### src/sv/ppd_pkg.sv
// Shared types and constants for the pose PD controller core.
// No dependencies; imported by every module of the block.
package ppd_pkg;

    localparam int YAW_W       = 19;
    localparam int CFG_DW      = 32;
    localparam int CFG_AW      = 4;
    localparam int THRUST_W    = 7;
    localparam int PIPE_STAGES = 5;

    localparam logic [THRUST_W-1:0] THRUST_RST     = 7'd100;
    localparam logic [THRUST_W-1:0] THRUST_INT_MIN = 7'd20;

    typedef enum logic [1:0] {
        REG_ENABLE = 2'd0,
        REG_HOLD   = 2'd1,
        REG_THRUST = 2'd2
    } reg_idx_t;

    typedef struct packed {
        logic                enable;
        logic                hold_mode;
        logic [THRUST_W-1:0] max_thrust_pct;
    } cfg_t;

    // One load strobe per pipeline register bank
    typedef struct packed {
        logic ld_s1;
        logic ld_s2;
        logic ld_s3;
        logic ld_s4;
        logic ld_s5;
        logic ld_out;
    } pipe_ld_t;

endpackage

### src/sv/ppd_cfg.sv
// APB-style configuration registers: enable, hold mode, max thrust percent.
// Depends on ppd_pkg.
module ppd_cfg (
    input  logic                        clk,
    input  logic                        rst_n,
    input  logic                        psel,
    input  logic                        penable,
    input  logic                        pwrite,
    input  logic [ppd_pkg::CFG_AW-1:0]  paddr,
    input  logic [ppd_pkg::CFG_DW-1:0]  pwdata,
    output logic [ppd_pkg::CFG_DW-1:0]  prdata,
    output logic                        pready,
    output ppd_pkg::cfg_t               cfg
);
    import ppd_pkg::*;

    cfg_t     cfg_reg;
    cfg_t     cfg_next;
    reg_idx_t idx;
    logic     wr_en;

    assign idx    = reg_idx_t'(paddr[CFG_AW-1:2]);
    assign wr_en  = psel && penable && pwrite;
    assign pready = 1'b1;
    assign cfg    = cfg_reg;

    always_comb
    begin
        cfg_next = cfg_reg;
        if (wr_en)
        begin
            unique case (idx)
                REG_ENABLE: cfg_next.enable         = pwdata[0];
                REG_HOLD:   cfg_next.hold_mode      = pwdata[0];
                REG_THRUST: cfg_next.max_thrust_pct = pwdata[THRUST_W-1:0];
                default:    cfg_next = cfg_reg;
            endcase
        end
    end

    always_comb
    begin
        unique case (idx)
            REG_ENABLE: prdata = CFG_DW'(cfg_reg.enable);
            REG_HOLD:   prdata = CFG_DW'(cfg_reg.hold_mode);
            REG_THRUST: prdata = CFG_DW'(cfg_reg.max_thrust_pct);
            default:    prdata = '0;
        endcase
    end

    always_ff @(posedge clk or negedge rst_n)
    begin
        if (!rst_n)
        begin
            cfg_reg.enable         <= 1'b0;
            cfg_reg.hold_mode      <= 1'b1;
            cfg_reg.max_thrust_pct <= THRUST_RST;
        end
        else
        begin
            cfg_reg <= cfg_next;
        end
    end

endmodule

### config.mk
export PLATFORM = sky130hd
export DESIGN_NAME = ppd_cfg
export DESIGN_NICKNAME = d
export VERILOG_FILES = /design/src/sv/ppd_pkg.sv /design/src/sv/ppd_cfg.sv
export SDC_FILE = /design/constraint.sdc
export NUM_CORES = 1
export LEC_CHECK = 0
export BUFFER_PORTS_ARGS = -buffer_cell sky130_fd_sc_hd__buf_2
export CORE_MARGIN = 1.5
export CORE_UTILIZATION = 33
export CTS_CLUSTER_DIAMETER = 50
export DETAILED_ROUTE_END_ITERATION = 7
export PLACE_DENSITY = 0.84
export SLEW_MARGIN = 10
export SYNTH_ARGS = -nofsm -noshare
export SYNTH_HDL_FRONTEND = slang
export SYNTH_SLANG_ARGS = --single-unit
### constraint.sdc
create_clock -name clk -period 1.41 [get_ports clk]
set_input_delay 0.423 -clock clk [delete_from_list [all_inputs] [get_ports clk]]
set_output_delay 0.423 -clock clk [all_outputs]
set_load 0.05 [all_outputs]
==> reports/qor_table.md <==
| Item | Reported | Unit |
| --- | --- | --- |
| Worst setup path startpoint | cfg[7] | - |
| Mean routed wirelength per cell | 11.68 | um |
| Number of hold buffers added after cts | 0 | - |
| Setup-violating endpoint count in the final report | 10 | - |
| Setup crit start kind | register | - |
| Critical path, cell by cell | nand3b_1 > o21ai_4 > buf_6 | - |
| Core Region | 1783 | um^2 |
| Combined area of all synthesized cells | 641.9 | um^2 |
| Min-delay worst type | in -> async | - |
| Length of the first detailed-routing pass in iterations | 3 | - |
| Clock latency of the later-clocked register in the worst-skew pair | 0.25 | ns |
| Overall Global Routing Usage | 0.1243 | - |
| Category of cells accounting for the largest share of critical-path delay | flip-flops | - |
| Number of port buffers | 29 | - |
| Max incr delay on CP | 0.53 | ns |
| Post-synth top flop | sky130_fd_sc_hd__dfrtp_1 | - |
| Count of routing violations after the opening detailed-route iteration | 4 | - |
| Count of final max-slew check failures | 0 | - |
| Number of instances in the synthesized netlist | 60 | - |
| CTS root buf | sky130_fd_sc_hd__clkbuf_4 | - |
| Clk slew on worst S/H paths | 0.06 | ns |
| Power share of the combinational group | 0.587 | - |
| Final design instance area without fill | 964.7 | um^2 |
| Shortest clock period the worst path allows after layout | 1.578 | ns |
| GR peak layer | met2 | - |
| CP max FO | 2 | - |
| Remaining DRCs | 0 | - |
| Placed standard-cell area | 794.5 | um^2 |
| Switching pwr | 0.6895 | mW |
| Die ar. | 2218 | um^2 |
| Yosys warns | 0 | - |
| Highest achievable clock rate | 0.6337 | GHz |
| Post-synthesis sequential area ratio | 0.3587 | - |
| Setup slack after placement | -0.2136 | ns |
| Clock buffer count from CTS | 3 | - |
| Worst r2r src | cfg[7] | - |
| Number of clock sinks | 9 | - |
| Data arrival, critical path | 1.16 | ns |
| Antenna Cells | 0 | - |
| Fraction of synthesis flops using an asynchronous set or reset pin | 1.000 | - |
| Status | finished, violations left | - |
| Clock tree from TritonCTS | yes | - |
| Initial antenna violation count | 0 | - |
| Flops & latches, synth | 9 | - |
| Clock Skews | 0 | ns |
| Net switching share of the total power | 0.4836 | - |
| Area of combinational cells with multiple inputs | 340.3 | um^2 |
| Largest cells by area after synthesis | sky130_fd_sc_hd__buf_4 30%, sky130_fd_sc_hd__dfrtp_1 19%, sky130_fd_sc_hd__dfstp_2 16% | - |
| Sum of routed wire length over all layers | 1460 | um |
| Total power per unit cell area | 1478 | nW/um^2 |
| Cell leakage power | 0.4878 | nW |
| Endpoint kind of the worst setup timing path | output port | - |
| Worst setup path category | reg -> out | - |
| Mapped Avg Cell Area | 10.70 | um^2 |
| Share of the cycle needed by the critical path after routing | 1.119 | - |
| RSZ-0062 raised after global routing | true | - |
| Failing checks | setup timing | - |
| Hold Violations, Final | 0 | - |
| RePlAce Congestion | 0.6146 | - |
| Critical path buffers and inverters | 1 | - |
| Part of the power in the clock network | 0.133 | - |
| Data required time of the critical path | 0.99 | ns |
| Number of synthesized flops with an enable pin | 0 | - |
| Count of filler cells inserted in the layout | 161 | - |
| Worst-case hold slack | 0.005097 | ns |
| Number of placement rows | 15 | - |
| Leading cell type in the layout, fill and taps excluded | sky130_fd_sc_hd__conb_1 | - |
| Via count of the routed design | 479 | - |
| Maximum number of pins on one net before global-route repair | 10 | - |
| Cell type with the largest total area after synthesis | sky130_fd_sc_hd__buf_4 | - |
| GR Overflow Total | 0 | - |
| Post-synth cell types | 14 | - |
| Global-route met2 utilization | 0.2137 | - |
| Final HPWL DP | 1011 | um |
| Die extent in y | 47.10 | um |
| Floorplan die width | 47.10 | um |
| Fraction of layout cells with a size suffix above 1 | 0.6900 | - |
| Antenna Violating Nets Remaining | 0 | - |
| Ratio of routed vias to standard cells | 3.832 | - |
| Max-Cap Viols | 0 | - |
| Maximum VDD drop | 702.5 | uV |
| Routing usage on met1 | 0.1316 | - |
| Clock buffer depth | 2 | - |
| Worst setup slack after layout | -0.1681 | ns |
| Htree depth | 1 | - |
| Wire length of the first global-routing pass | 1738 | um |
| Number of flip-flops under the largest register name | 9 | - |
| Sequential group share of total power | 0.280 | - |
| Area growth from synthesis to final layout | 50.29 | % |
| Net count of the finished layout | 142 | - |
| Slowest cell on crit path | sky130_fd_sc_hd__dfstp_2 | - |
| Area taken by flip-flops and latches | 236.5 | um^2 |
| Met3 Resource Use GR | 0.02308 | - |
| Initial Util | 0.3600 | - |
| Internal power | 0.7364 | mW |
| Total I/O pin count | 83 | - |
| Number of global-route vias before repair | 404 | - |
| Top library cells by usage in the layout, fill and taps aside | 26 x sky130_fd_sc_hd__conb_1, 18 x sky130_fd_sc_hd__buf_2, 10 x sky130_fd_sc_hd__buf_8 | - |
| Yosys top cell area share | 0.3041 | - |
==> worst reg2reg max path, delay by kind of cell (launching register included) <==
| kind | cells | cell delay, ns |
|---|---|---|
| mux | 1 | 0.25 |
| flops | 1 | 0.37 |
| buf+inv | 2 | 0.23 |
==> per-layer routing <==
layer	vias up	share of wire
met5	-	0
met4	0	0.029
met3	4	0.053
met2	36	0.58
met1	215	0.33
li1	224	-
==> power by group through the flow <==
stage | Clock (mW) | Sequential (mW) | Combinational, mW
after floorplan | 0 | 0.608 | 0.373
after global placement | 0 | 0.384 | 0.671
after detailed placement | 0 | 0.393 | 0.681
after CTS | 0.199 | 0.396 | 0.784
after global routing | 0.213 | 0.409 | 0.867
final | 0.190 | 0.399 | 0.837
==> logic make-up (layout without fill, tap and decap cells) <==
logic type,count (synthesis),count (layout),synth area share
simple gates,12,12,0.1443
other cells,2,26,0.01170
buf+inv,26,42,0.3041
flops,9,9,0.3587
compound gates,1,1,0.007790
mux,10,10,0.1735
==> Yosys cell counts, types with 2 or more instances <==
master / n
sky130_fd_sc_hd__buf_4: 26
sky130_fd_sc_hd__and2_1: 6
sky130_fd_sc_hd__dfrtp_1: 5
sky130_fd_sc_hd__dfstp_2: 4
sky130_fd_sc_hd__conb_1: 2
sky130_fd_sc_hd__mux2_2: 9
==> final cells by class <==
| cell class | count | share of cell area |
|---|---|---|
| tap | 25 | 0.03243 |
| timing repair buffer | 38 | 0.3424 |
| sequential | 9 | 0.2451 |
| multi-input combinational | 49 | 0.3528 |
| clock buffer | 4 | 0.02724 |
==> repair_timing <==
action	CTS	global route
setup endpoints to repair	11	11
gates resized for setup	35	5
setup buffers	1	2
==> metrics by stage <==
stage | setup TNS, ns | power [mW] | cells | util
final | -1.001 | 1.426 | 125 | 0.5411
after global placement | -1.716 | 1.055 | 119 | 0.4456
after floorplan | -0.09112 | 0.9808 | 84 | -
after detailed placement | -1.964 | 1.074 | 119 | 0.4456
after CTS | -0.8462 | 1.379 | 123 | 0.5221
after global routing | -1.368 | 1.489 | 125 | 0.5411
==> path summary, 6_finish.rpt <==
check | cells past startpoint | endpoint | slack (ns)
worst max-delay path | 3 | prdata[0] | -0.17
max in group asynchronous | 1 | cfg[2] | 1.16
worst min register to register | 1 | cfg[0] | 0.54
worst min-delay path | 1 | cfg[8] | 0.005
min in group clk | 2 | cfg[3] | 0.41
worst max register to register | 3 | cfg[7] | 0.49
(Power assumes the default switching activity.)
